## src/hdl/iarc_pkg.sv

```systemverilog
// Package for the IPv4 address rewrite and header checksum block.
// Holds controller states, status codes, the command and status bundles and helper functions.
// No dependencies.
package iarc_pkg;

  localparam int SUM_W = 21;
  localparam int IDX_W = 6;

  localparam logic [3:0] IP_VERSION = 4'd4;
  localparam logic [3:0] MIN_IHL    = 4'd5;

  localparam logic [IDX_W-1:0] OFS_CSUM_HI = 6'd10;
  localparam logic [IDX_W-1:0] OFS_CSUM_LO = 6'd11;
  localparam logic [IDX_W-1:0] OFS_SRC_0   = 6'd12;
  localparam logic [IDX_W-1:0] OFS_SRC_1   = 6'd13;
  localparam logic [IDX_W-1:0] OFS_SRC_2   = 6'd14;
  localparam logic [IDX_W-1:0] OFS_SRC_3   = 6'd15;
  localparam logic [IDX_W-1:0] OFS_DST_0   = 6'd16;
  localparam logic [IDX_W-1:0] OFS_DST_1   = 6'd17;
  localparam logic [IDX_W-1:0] OFS_DST_2   = 6'd18;
  localparam logic [IDX_W-1:0] OFS_DST_3   = 6'd19;

  localparam logic [1:0] STAT_OK      = 2'd0;
  localparam logic [1:0] STAT_NOT_V4  = 2'd1;
  localparam logic [1:0] STAT_SHORT   = 2'd2;
  localparam logic [1:0] STAT_BAD_IHL = 2'd3;

  typedef enum logic [2:0] {
    ST_FIRST,
    ST_HEADER,
    ST_PAYLOAD,
    ST_REJECT,
    ST_BURST_RD,
    ST_BURST_OUT
  } state_t;

  typedef struct packed {
    logic first;
    logic hdr;
    logic pay;
    logic rej;
    logic rd;
    logic emit;
  } cmd_t;

  typedef struct packed {
    logic in_last;
    logic first_bad;
    logic hdr_done;
    logic burst_end;
    logic burst_ok;
    logic blast;
    logic out_free;
  } sts_t;

  // Header byte with new addresses in place and checksum bytes cleared.
  function automatic logic [7:0] hdr_byte(input logic [IDX_W-1:0] idx,
                                          input logic [7:0] b,
                                          input logic [31:0] src,
                                          input logic [31:0] dst);
    logic [7:0] r;
    r = b;
    case (idx)
      OFS_CSUM_HI: r = 8'h00;
      OFS_CSUM_LO: r = 8'h00;
      OFS_SRC_0:   r = src[31:24];
      OFS_SRC_1:   r = src[23:16];
      OFS_SRC_2:   r = src[15:8];
      OFS_SRC_3:   r = src[7:0];
      OFS_DST_0:   r = dst[31:24];
      OFS_DST_1:   r = dst[23:16];
      OFS_DST_2:   r = dst[15:8];
      OFS_DST_3:   r = dst[7:0];
      default:     r = b;
    endcase
    return r;
  endfunction

  // End-around carry fold and complement.
  function automatic logic [15:0] fold_csum(input logic [SUM_W-1:0] s);
    logic [16:0] f1;
    logic [15:0] f2;
    f1 = {1'b0, s[15:0]} + {12'd0, s[SUM_W-1:16]};
    f2 = f1[15:0] + {15'd0, f1[16]};
    return ~f2;
  endfunction

endpackage

```

## src/hdl/iarc_ctrl.sv

```systemverilog
// Controller state machine for the IPv4 address rewrite block.
// Drives input stall and datapath commands from datapath status; uses iarc_pkg.
module iarc_ctrl (
  input  logic            clk,
  input  logic            rst_n,
  input  logic            in_valid,
  output logic            in_stall,
  input  iarc_pkg::sts_t  sts,
  output iarc_pkg::cmd_t  cmd,
  output iarc_pkg::state_t state
);
  import iarc_pkg::*;

  state_t state_r;
  state_t state_nxt;

  always_ff @(posedge clk) begin
    if (!rst_n) begin
      state_r <= ST_FIRST;
    end else begin
      state_r <= state_nxt;
    end
  end

  always_comb begin
    state_nxt = state_r;
    cmd       = '0;
    in_stall  = 1'b1;
    case (state_r)
      ST_FIRST: begin
        in_stall = !sts.out_free;
        if (in_valid && sts.out_free) begin
          cmd.first = 1'b1;
          if (sts.in_last) begin
            state_nxt = ST_FIRST;
          end else if (sts.first_bad) begin
            state_nxt = ST_REJECT;
          end else begin
            state_nxt = ST_HEADER;
          end
        end
      end
      ST_HEADER: begin
        in_stall = 1'b0;
        if (in_valid) begin
          cmd.hdr = 1'b1;
          if (sts.hdr_done || sts.in_last) begin
            state_nxt = ST_BURST_RD;
          end
        end
      end
      ST_PAYLOAD: begin
        in_stall = !sts.out_free;
        if (in_valid && sts.out_free) begin
          cmd.pay = 1'b1;
          if (sts.in_last) begin
            state_nxt = ST_FIRST;
          end
        end
      end
      ST_REJECT: begin
        in_stall = !sts.out_free;
        if (in_valid && sts.out_free) begin
          cmd.rej = 1'b1;
          if (sts.in_last) begin
            state_nxt = ST_FIRST;
          end
        end
      end
      ST_BURST_RD: begin
        cmd.rd    = 1'b1;
        state_nxt = ST_BURST_OUT;
      end
      ST_BURST_OUT: begin
        if (sts.out_free) begin
          cmd.emit = 1'b1;
          if (!sts.burst_end) begin
            state_nxt = ST_BURST_RD;
          end else if (sts.burst_ok && !sts.blast) begin
            state_nxt = ST_PAYLOAD;
          end else begin
            state_nxt = ST_FIRST;
          end
        end
      end
      default: begin
        state_nxt = ST_FIRST;
      end
    endcase
  end

  assign state = state_r;

endmodule

```

## src/hdl/iarc_dp.sv

```systemverilog
// Datapath for the IPv4 address rewrite block: header buffer, counters,
// checksum accumulator, address registers and output register. Uses iarc_pkg.
module iarc_dp #(
  parameter int MAX_HEADER_BYTES = 60
) (
  input  logic           clk,
  input  logic           rst_n,
  input  logic [7:0]     in_data_byte,
  input  logic           in_last_byte,
  input  logic [31:0]    in_new_source_addr,
  input  logic [31:0]    in_new_dest_addr,
  input  logic           out_stall,
  output logic           out_valid,
  output logic [7:0]     out_byte,
  output logic           out_last,
  output logic [1:0]     out_status,
  input  iarc_pkg::cmd_t cmd,
  output iarc_pkg::sts_t sts
);
  import iarc_pkg::*;

  localparam int LEN_W = $clog2(MAX_HEADER_BYTES + 1);
  localparam int AW    = $clog2(MAX_HEADER_BYTES);

  logic [7:0]       hdr_mem_r [MAX_HEADER_BYTES];
  logic [7:0]       rd_data_r;

  logic [LEN_W-1:0] cnt_r, cnt_nxt;
  logic [LEN_W-1:0] hlen_r, hlen_nxt;
  logic [LEN_W-1:0] rd_idx_r, rd_idx_nxt;
  logic [LEN_W-1:0] blen_r, blen_nxt;
  logic [SUM_W-1:0] sum_r, sum_nxt;
  logic [31:0]      src_r, src_nxt;
  logic [31:0]      dst_r, dst_nxt;
  logic [1:0]       rej_r, rej_nxt;
  logic             burst_ok_r, burst_ok_nxt;
  logic             blast_r, blast_nxt;
  logic             out_valid_r, out_valid_nxt;
  logic [7:0]       out_byte_r, out_byte_nxt;
  logic             out_last_r, out_last_nxt;
  logic [1:0]       out_status_r, out_status_nxt;

  logic             first_bad;
  logic [1:0]       first_code;
  logic [5:0]       ihl4;
  logic [LEN_W-1:0] hlen_first;
  logic [LEN_W-1:0] cnt_inc;
  logic             hdr_done;
  logic [7:0]       acc_byte;
  logic [15:0]      acc_word;
  logic [15:0]      csum;
  logic [IDX_W-1:0] rd_pos;
  logic [7:0]       emit_byte;
  logic [LEN_W-1:0] rd_inc;
  logic             burst_end;
  logic             out_free;
  logic             wr_en;
  logic [AW-1:0]    wr_addr;

  assign first_bad  = (in_data_byte[7:4] != IP_VERSION) || (in_data_byte[3:0] < MIN_IHL);
  assign first_code = (in_data_byte[7:4] != IP_VERSION) ? STAT_NOT_V4 : STAT_BAD_IHL;
  assign ihl4       = {in_data_byte[3:0], 2'b00};
  assign hlen_first = (ihl4 > 6'(MAX_HEADER_BYTES)) ? LEN_W'(MAX_HEADER_BYTES)
                                                     : LEN_W'(ihl4);

  assign cnt_inc  = cnt_r + 1'b1;
  assign hdr_done = (cnt_inc >= hlen_r);
  assign acc_byte = hdr_byte(IDX_W'(cnt_r), in_data_byte, src_r, dst_r);
  assign acc_word = cnt_r[0] ? {8'h00, acc_byte} : {acc_byte, 8'h00};

  assign csum   = fold_csum(sum_r);
  assign rd_pos = IDX_W'(rd_idx_r);
  assign rd_inc = rd_idx_r + 1'b1;
  assign burst_end = (rd_inc == blen_r);

  always_comb begin
    if (!burst_ok_r) begin
      emit_byte = rd_data_r;
    end else if (rd_pos == OFS_CSUM_HI) begin
      emit_byte = csum[15:8];
    end else if (rd_pos == OFS_CSUM_LO) begin
      emit_byte = csum[7:0];
    end else begin
      emit_byte = hdr_byte(rd_pos, rd_data_r, src_r, dst_r);
    end
  end

  assign out_free = !out_valid_r || !out_stall;
  assign wr_en    = cmd.first || cmd.hdr;
  assign wr_addr  = cmd.first ? '0 : cnt_r[AW-1:0];

  always_ff @(posedge clk) begin
    if (wr_en) begin
      hdr_mem_r[wr_addr] <= in_data_byte;
    end
    if (cmd.rd) begin
      rd_data_r <= hdr_mem_r[rd_idx_r[AW-1:0]];
    end
  end

  always_comb begin
    cnt_nxt        = cnt_r;
    hlen_nxt       = hlen_r;
    rd_idx_nxt     = rd_idx_r;
    blen_nxt       = blen_r;
    sum_nxt        = sum_r;
    src_nxt        = src_r;
    dst_nxt        = dst_r;
    rej_nxt        = rej_r;
    burst_ok_nxt   = burst_ok_r;
    blast_nxt      = blast_r;
    out_byte_nxt   = out_byte_r;
    out_last_nxt   = out_last_r;
    out_status_nxt = out_status_r;
    out_valid_nxt  = out_valid_r && out_stall;

    if (cmd.first) begin
      src_nxt  = in_new_source_addr;
      dst_nxt  = in_new_dest_addr;
      cnt_nxt  = LEN_W'(1);
      sum_nxt  = SUM_W'({in_data_byte, 8'h00});
      rej_nxt  = first_code;
      hlen_nxt = hlen_first;
      if (first_bad || in_last_byte) begin
        out_valid_nxt  = 1'b1;
        out_byte_nxt   = in_data_byte;
        out_last_nxt   = in_last_byte;
        out_status_nxt = first_bad ? first_code : STAT_SHORT;
      end
    end

    if (cmd.hdr) begin
      cnt_nxt      = cnt_inc;
      sum_nxt      = sum_r + SUM_W'(acc_word);
      rd_idx_nxt   = '0;
      burst_ok_nxt = hdr_done;
      blast_nxt    = hdr_done ? in_last_byte : 1'b1;
      blen_nxt     = hdr_done ? hlen_r : cnt_inc;
    end

    if (cmd.pay || cmd.rej) begin
      out_valid_nxt  = 1'b1;
      out_byte_nxt   = in_data_byte;
      out_last_nxt   = in_last_byte;
      out_status_nxt = cmd.rej ? rej_r : STAT_OK;
    end

    if (cmd.emit) begin
      rd_idx_nxt     = rd_inc;
      out_valid_nxt  = 1'b1;
      out_byte_nxt   = emit_byte;
      out_last_nxt   = burst_end && blast_r;
      out_status_nxt = burst_ok_r ? STAT_OK : STAT_SHORT;
    end
  end

  always_ff @(posedge clk) begin
    if (!rst_n) begin
      out_valid_r <= 1'b0;
    end else begin
      out_valid_r <= out_valid_nxt;
    end
  end

  always_ff @(posedge clk) begin
    cnt_r        <= cnt_nxt;
    hlen_r       <= hlen_nxt;
    rd_idx_r     <= rd_idx_nxt;
    blen_r       <= blen_nxt;
    sum_r        <= sum_nxt;
    src_r        <= src_nxt;
    dst_r        <= dst_nxt;
    rej_r        <= rej_nxt;
    burst_ok_r   <= burst_ok_nxt;
    blast_r      <= blast_nxt;
    out_byte_r   <= out_byte_nxt;
    out_last_r   <= out_last_nxt;
    out_status_r <= out_status_nxt;
  end

  assign sts.in_last   = in_last_byte;
  assign sts.first_bad = first_bad;
  assign sts.hdr_done  = hdr_done;
  assign sts.burst_end = burst_end;
  assign sts.burst_ok  = burst_ok_r;
  assign sts.blast     = blast_r;
  assign sts.out_free  = out_free;

  assign out_valid  = out_valid_r;
  assign out_byte   = out_byte_r;
  assign out_last   = out_last_r;
  assign out_status = out_status_r;

endmodule

```

## src/hdl/ipv4_address_rewrite_checksum_top.sv

```systemverilog
// Top level of the IPv4 address rewrite and header checksum block.
// Joins iarc_ctrl and iarc_dp; uses iarc_pkg.
//
// Packets enter one byte per beat; the first beat also carries the new source and
// destination addresses. Header bytes (IHL*4, capped at MAX_HEADER_BYTES) are taken
// one per cycle into a buffer with no output while the checksum is summed on the fly.
// The header then leaves as a burst, each byte going through the registered read of
// the header buffer and then the output register load; input is held for the burst.
// Payload bytes and bytes of rejected packets pass through the output register at one
// per cycle while the output is not stalled. A bad version or an IHL below 5 passes
// the packet unchanged with an error status; a packet ending inside its header comes
// out unchanged with the short-packet status, as a burst unless it ends on byte one.
module ipv4_address_rewrite_checksum_top #(
  parameter int MAX_HEADER_BYTES = 60
) (
  input  logic        clk,
  input  logic        rst_n,
  input  logic        in_valid,
  output logic        in_stall,
  input  logic [7:0]  in_data_byte,
  input  logic        in_last_byte,
  input  logic [31:0] in_new_source_addr,
  input  logic [31:0] in_new_dest_addr,
  output logic        out_valid,
  input  logic        out_stall,
  output logic [7:0]  out_byte,
  output logic        out_last,
  output logic [1:0]  out_status
);
  import iarc_pkg::*;

  cmd_t   cmd;
  sts_t   sts;
  state_t state;

  iarc_ctrl u_ctrl (
    .clk      (clk),
    .rst_n    (rst_n),
    .in_valid (in_valid),
    .in_stall (in_stall),
    .sts      (sts),
    .cmd      (cmd),
    .state    (state)
  );

  iarc_dp #(
    .MAX_HEADER_BYTES (MAX_HEADER_BYTES)
  ) u_dp (
    .clk                (clk),
    .rst_n              (rst_n),
    .in_data_byte       (in_data_byte),
    .in_last_byte       (in_last_byte),
    .in_new_source_addr (in_new_source_addr),
    .in_new_dest_addr   (in_new_dest_addr),
    .out_stall          (out_stall),
    .out_valid          (out_valid),
    .out_byte           (out_byte),
    .out_last           (out_last),
    .out_status         (out_status),
    .cmd                (cmd),
    .sts                (sts)
  );

  a_burst_holds_input: assert property (@(posedge clk) disable iff (!rst_n)
    (state == ST_BURST_RD || state == ST_BURST_OUT) |-> in_stall)
    else $error("input beat taken during header burst");

  a_payload_passes: assert property (@(posedge clk) disable iff (!rst_n)
    (in_valid && !in_stall && state == ST_PAYLOAD)
      |=> (out_valid && out_byte == $past(in_data_byte) && out_status == STAT_OK))
    else $error("payload beat not passed through");

  a_bad_first_flagged: assert property (@(posedge clk) disable iff (!rst_n)
    (in_valid && !in_stall && state == ST_FIRST && sts.first_bad)
      |=> (out_valid && out_status != STAT_OK && out_status != STAT_SHORT))
    else $error("rejected first beat without error status");

endmodule

```

## config.mk

```make
export PLATFORM = sky130hd
export DESIGN_NAME = ipv4_address_rewrite_checksum_top
export DESIGN_NICKNAME = d
export VERILOG_FILES = /design/src/hdl/iarc_pkg.sv /design/src/hdl/iarc_ctrl.sv /design/src/hdl/iarc_dp.sv /design/src/hdl/ipv4_address_rewrite_checksum_top.sv
export SDC_FILE = /design/constraint.sdc
export NUM_CORES = 1
export LEC_CHECK = 0
export BUFFER_PORTS_ARGS = -buffer_cell sky130_fd_sc_hd__buf_2
export CELL_PAD_IN_SITES_DETAIL_PLACEMENT = 1
export CELL_PAD_IN_SITES_GLOBAL_PLACEMENT = 1
export CORE_ASPECT_RATIO = 1.1
export CORE_MARGIN = 2
export CORE_UTILIZATION = 49
export DETAILED_ROUTE_END_ITERATION = 7
export PLACE_DENSITY = 0.84
export SLEW_MARGIN = 10
export SYNTH_ARGS = -nofsm -noshare
export SYNTH_HDL_FRONTEND = slang
export SYNTH_HIERARCHICAL = 1
export SYNTH_SLANG_ARGS = --single-unit
export TNS_END_PERCENT = 10
```

## constraint.sdc

```tcl
create_clock -name clk -period 6.1 [get_ports clk]
set_input_delay 0.305 -clock clk [delete_from_list [all_inputs] [get_ports clk]]
set_output_delay 0.305 -clock clk [all_outputs]
set_load 0.01 [all_outputs]
```

Yosys cells after proc, flatten, opt, wreduce, memory -nomap -nowiden. Memory sizes are Yosys's and may differ from the RTL's. A register that Yosys moved wholly into a read port is not among the register bits. Index checks and enable logic that the tools add are counted.

Register bits after elaboration: 128. RAM bits: 480. Input bits: 77. Output and inout bits: 13. Logic and storage cells: 140. Memories kept: 1.

$add $sub $neg: 5. Magnitude comparators: 3. Eq/ne operators: 33. Multiplexer cells: 57. Bitwise logic cells: 1. Reduce and logical (&&, ||, !) cells: 24.

Memory list: u_dp.hdr_mem_r (words 60, bits a word 8, read ports 1, clocked after Yosys merged registers in 1, write ports 1, line iarc_dp.sv:25) `logic [7:0] hdr_mem_r [MAX_HEADER_BYTES];`.

Operator list (count): 6-bit by 4-bit equality test with 1-bit output, second input constant (12); 8-bit case mux with 9 select lines (1); 8-bit case mux with 8 select lines (1); 8-bit 2-to-1 mux (7); 6-bit by 5-bit equality test with 1-bit output, second input constant (8); 21-bit 2-to-1 mux (2); 6-bit 2-to-1 mux (6); 2-bit 2-to-1 mux (11); 21-bit by 16-bit adder with 21-bit output (1); 3-bit 2-to-1 mux (7); 1-bit 2-to-1 mux (19); 16-bit by 5-bit adder with 17-bit output (1); 16-bit by 1-bit adder with 16-bit output (1); 16-bit 2-to-1 mux (1); 16-bit inverter (1); 3-bit case mux with 5 select lines (1); 6-bit by 1-bit adder with 6-bit output, second input constant (2); 2-bit by 1-bit != test with 1-bit output, second input constant (5); 3-bit by 2-bit equality test with 1-bit output, second input constant (2); 3-bit equality test, second input constant (2); 6-bit equality test (1); 6-bit greater-or-equal comparator (1); 6-bit > comparator, second input constant (1); 1-bit logical OR (6); 14 further kinds (23).

Depth between registers and ports, before layout.
Depth after elaboration: 8. Gate-level depth with buffers: 22. Depth with buffers taken out: 21.

Modules after synthesis. Netlist, hierarchy kept.

By module, submodules not included: iarc_dp (times used 1, cells each 1500, area each 26342.8 µm², sequential area each 18307.6 µm²); iarc_ctrl (times used 1, cells each 40, area each 315.3 µm², sequential area each 60.1 µm²).

Least setup slack after synthesis. OpenSTA, ideal clock, no wires.

Kind: register to register. From: register u_ctrl.state_r[1] (netlist: u_ctrl/state[1]). To: memory u_dp.hdr_mem_r[10][0], enable pin. Setup time: 0.370 ns. Arrival: 5.300 ns. Data required time: 5.730 ns. Setup slack: 0.430 ns. Cell stages (with the launch flop): 8. Path buffers: 2. Clock period less this slack: 5.670 ns. Cells stage by stage: dfxtp_1 buf_2 nor3_1 nor2b_1 clkbuf_1 or2_2 nand2b_1 nor2_1.

RTL lines: start: declaration (line iarc_ctrl.sv:14) `state_t state_r;`; start signal: assignment (line iarc_ctrl.sv:21) `state_r <= state_nxt;`; end: declaration (line iarc_dp.sv:25).

Worst setup path after layout.
From: register u_dp.cnt_r[2]. To: register u_dp.sum_r[18], data pin.

Longest elaborated chain between the ends: 6. Elaborated cells on any way between the ends: 15. Classes of those cells: add/sub: 1; eq/ne: 10; mux: 3; reduce/logical: 1.

RTL lines: start: declaration (line iarc_dp.sv:28) `logic [LEN_W-1:0] cnt_r, cnt_nxt;`; start signal: assignment (line iarc_dp.sv:166) `cnt_r <= cnt_nxt;`; 6-bit by 4-bit equality test with 1-bit output (line iarc_pkg.sv:63) `case (idx)`; 2-bit OR reduction (no line); 8-bit case mux with 9 select lines (*) (line iarc_pkg.sv:63); 16-bit 2-to-1 mux (*) (line iarc_dp.sv:69) `assign acc_word = cnt_r[0] ? {8'h00, acc_byte} : {acc_byte, 8'h00};`; 21-bit by 16-bit adder with 21-bit output (*) (line iarc_dp.sv:134) `sum_nxt = sum_r + SUM_W'(acc_word);`; 21-bit 2-to-1 mux (*) (line iarc_dp.sv:132) `if (cmd.hdr) begin`; end signal: assignment (line iarc_dp.sv:170) `sum_r <= sum_nxt;`; end: declaration (line iarc_dp.sv:32) `logic [SUM_W-1:0] sum_r, sum_nxt;`.

Every way passes the cells marked *; elsewhere a longest branch is shown, timed or not. A chain may end at the register's enable or synchronous reset.

==> summary.txt <==
Status
  • Status: finished, final reports clean

Power
  • Sw Share: 25.7%
  • Max VDD drop: 0.212 mV
  • Power Total: 9880 uW
  • Net load switching power: 2540 uW
  • Combinational Power Share: 11.8%
  • Flop pwr share: 50.7%
  • Power density over the cells: 325 nW/um^2
  • Clock share of power: 37.5%
  • Cell-internal power: 7350 uW
  • Leakage Power: 0.00994 uW

Setup path
  • Worst path most repeated cell: nor2_1
  • CP Data Arrival Time: 5.28 ns
  • CP cell instances: nor2_1, nand2_1, nor2_1, and2_1, a22o_1, a221oi_1, nand3_1, a21oi_1, nor2_1, ha_1, inv_1, fa_1, nor2b_1, o21a_1, o21ai_0, a21oi_1, o21a_1, o21ai_0, a2111oi_0, xnor2_1, nor2_1
  • Critical path depth: 21
  • Top cell family by delay on the critical path: compound AO/OA/AOI/OAI gates
  • Slowest stage cell, crit path: a2111oi_0
  • CP peak stage delay: 0.61 ns
  • Worst R2R Path Depth: 21
  • Critical path endpoint category: flop
  • CP required: 6.45 ns
  • CP Launch Type: flop
  • Critical path peak fanout: 11
  • Worst path bufs/invs: 1
  • Worst setup path class: reg2reg

GRT
  • Busiest layer in global routing: met2
  • M3 GR Usage: 4.74%
  • Met1 usage: 35.3%
  • Vias in the first global route: 16800
  • GRT Resource Usage Total: 28.3%
  • Initial antenna violation count: 3
  • Global-route wire length before repair: 115000 um
  • Overflow after GRT: 0
  • Pin count of the biggest net entering global routing: 124
  • GR met2 Demand/Resource: 46.9%

Die
  • Die Ht: 249 um
  • Core box area: 53700 sq um
  • Die Span X: 226 um
  • Starting Density: 49.7%
  • Total die area: 56300 sq um
  • I/O Pins: 90
  • Floorplan row count: 89

Timing
  • Setup-failing EPs final: 0
  • Actual slew at the worst max-slew pin: 1.28 ns
  • Fmax: 0.203 GHz
  • Final TNS setup: 0 ns
  • Final min period: 4.94 ns
  • Hold Fails Final Rpt: 0
  • Setup Skew: 0.0246 ns
  • Slew margin rel.: 14.7%
  • RSZ-0062 raised after global routing: false
  • Crit share post-route: 80.9%
  • Fin. max-slew vios: 0

Clocking
  • CTS tree: yes
  • Clock Latency Late Sink: 0.64 ns
  • Post-CTS Resized: 0
  • CTS Buf Count: 58
  • # hold bufs at CTS: 65
  • Root buf cell: clkbuf_16
  • Setup bufs post-CTS: 0
  • Clock-pin slew on the worst setup and hold paths: 0.07 ns
  • Total number of H-tree levels: 2
  • Clock Path Buffers: 3
  • Sink Count: 613

Yosys
  • Synthesized Nets: 1654
  • Seq cells post-synth: 613
  • Synth Flop Type: edfxtp_1
  • Synth warn: 6
  • Ys async rst share: 0%
  • Avg Synthesized Cell Area: 17.3 sq um
  • EDFF count, synth: 609
  • Most frequent cell after synthesis: edfxtp_1
  • Netlist Area Pre-Place: 26700 sq um
  • Synth area leader: edfxtp_1
  • Gate Count Post-Synth: 1540
  • Area share of the largest cell type after synthesis: 68.6%
  • Synth area leaders: edfxtp_1 (69%), mux4_2 (13%), nor2_1 (1.8%)
  • Netlist cell types: 82
  • Post-synth top cells: edfxtp_1 (609), mux4_2 (152), nor2_1 (131)
  • Seq/Total Area, Yosys: 68.9%

Cells and area
  • Share of layout cells above drive strength 1: 22.7%
  • Syn-to-layout area delta: 14.0%
  • Multi-input gate area: 7770 sq um
  • Sequential cell area: 18400 sq um
  • Fillcell total: 4867
  • Final nets: 1804

Job
  • Maxcap violations: 0

Detailed routing
  • Vias per cell: 6.44
  • DR WL/cell: 31.7 um
  • Pre-antenna DRT Iters: 7
  • Routed WL: 78200 um
  • DR iter-0 viols: 1965
  • Via count: 15900
  • Final ANT Viol Nets: 0
  • Number of remaining DRC errors: 0

Placed design
  • Buffers on Ports: 89
  • HPWL after detailed placement: 47600 um
  • Gp weighted congestion: 0.945

Hold path
  • Hold depth: 3
  • Hold/Removal Path Class: in2reg
## flip-flops by register name (all words and copies together), names as in the netlist, 4 cells and up
register and flops:
u_dp/out_byte 8, u_dp/hdr_mem_r 480, u_dp/src_r 32, u_dp/dst_r 32, u_dp/rd_data_r 8, u_dp/hlen_r 4
u_dp/cnt_r 6, u_dp/sum_r 21, u_dp/rd_idx_r 6, u_dp/blen_r 6
## path summary, 6_finish.rpt
kind / slack (ns) / endpoint / start
max: 1.16 / u_dp/sum_r[18]$_SDFFCE_PN0P_ / u_dp/cnt_r[2]$_SDFFCE_PN0P_
min: 0.06 / u_dp/blast_r$_SDFFCE_PN1P_ / in_last_byte
max reg2reg: 1.16 / u_dp/sum_r[18]$_SDFFCE_PN0P_ / u_dp/cnt_r[2]$_SDFFCE_PN0P_
min reg2reg: 0.67 / u_dp/blen_r[4]$_DFFE_PP_ / u_dp/hlen_r[4]$_DFFE_PP_
## layout by cell type, fill, tap and decap left out, types with 7 or more instances in the layout
| cell | instances |
|---|---|
| edfxtp_1 | 609 |
| mux4_2 | 152 |
| nor2_1 | 131 |
| buf_2 | 89 |
| dlygate4sd3_1 | 65 |
| clkbuf_16 | 58 |
| nand2_1 | 52 |
| a22oi_1 | 43 |
| a21oi_1 | 37 |
| xnor2_1 | 35 |
| ha_1 | 35 |
| inv_1 | 31 |
| o21ai_0 | 28 |
| nand3_1 | 25 |
| buf_4 | 25 |
| nor3_1 | 23 |
| xor2_1 | 15 |
| and3_1 | 14 |
| nand2b_1 | 13 |
| and2_1 | 13 |
| nand4_1 | 13 |
| clkinv_2 | 12 |
| clkinv_1 | 12 |
| mux2_2 | 9 |
| a211oi_1 | 9 |
| mux2i_1 | 9 |
| bufinv_16 | 8 |
| a221oi_1 | 8 |
| a21o_1 | 8 |
| or3_1 | 8 |
| clkbuf_1 | 7 |
| a22o_1 | 7 |
| o21a_1 | 7 |
| o31ai_1 | 7 |
## metrics by stage
stage          hold WS, ns  instances  utilization [%]  setup WS (ns)  area (sq um)
3_3_place_gp         0.484       2293             51.8           1.72         27800
6_report            0.0628       2465             56.6           1.16         30400
2_1_floorplan        0.404       1540                -          0.430         26700
3_5_place_dp         0.484       2293             51.8           1.41         27800
4_1_cts             0.0330       2464             56.6           1.32         30400
5_1_grt             0.0534       2465             56.6          0.835         30400
## routing by layer
| layer | wire [um] | part of all wire (%) |
|---|---|---|
| met1 | 28200 | 36 |
| met2 | 39100 | 50 |
| met3 | 5830 | 7.5 |
| met4 | 5070 | 6.5 |
| met5 | 13 | 0.017 |
## worst reg2reg max path, delay by kind of cell (launching register included)
family	cells	cell delay (ns)
AO/OA/AOI/OAI	9	1.75
AND/OR/NAND/NOR	8	1.43
adder cells (fa/ha/maj)	2	0.65
flip-flops	1	0.57
XOR/XNOR	1	0.20
buffers and inverters	1	0.07
## power by group through the flow
stage	logic [uW]	registers, uW	clock network, uW
global placement	1030	5070	0
finish	1170	5010	3700
global route	1250	5010	3880
floorplan	737	5000	0
detailed placement	1080	5080	0
CTS	1130	4990	3720
## kinds of logic (layout without fill, tap and decap cells)
family / after synthesis / count (layout) / share of synthesized area, %
simple gates: 342 / 342 / 6.51
fa+ha+maj: 37 / 37 / 1.79
mux: 170 / 170 / 13.6
flops: 613 / 613 / 68.9
xor+xnor: 50 / 50 / 1.64
other cells: 0 / 1 / 0
compound gates: 204 / 204 / 5.56
buf+inv: 124 / 320 / 2.04
## layout make-up
class	instances	area share (%)
clock inverter	41	1.45
inverter	34	0.420
tap	728	3.00
clock buffer	65	4.86
sequential	613	60.4
antenna	1	0.00823
multi-input combinational	803	25.5
timing repair buffer	180	4.29
Power figures use the tool's default switching activity.
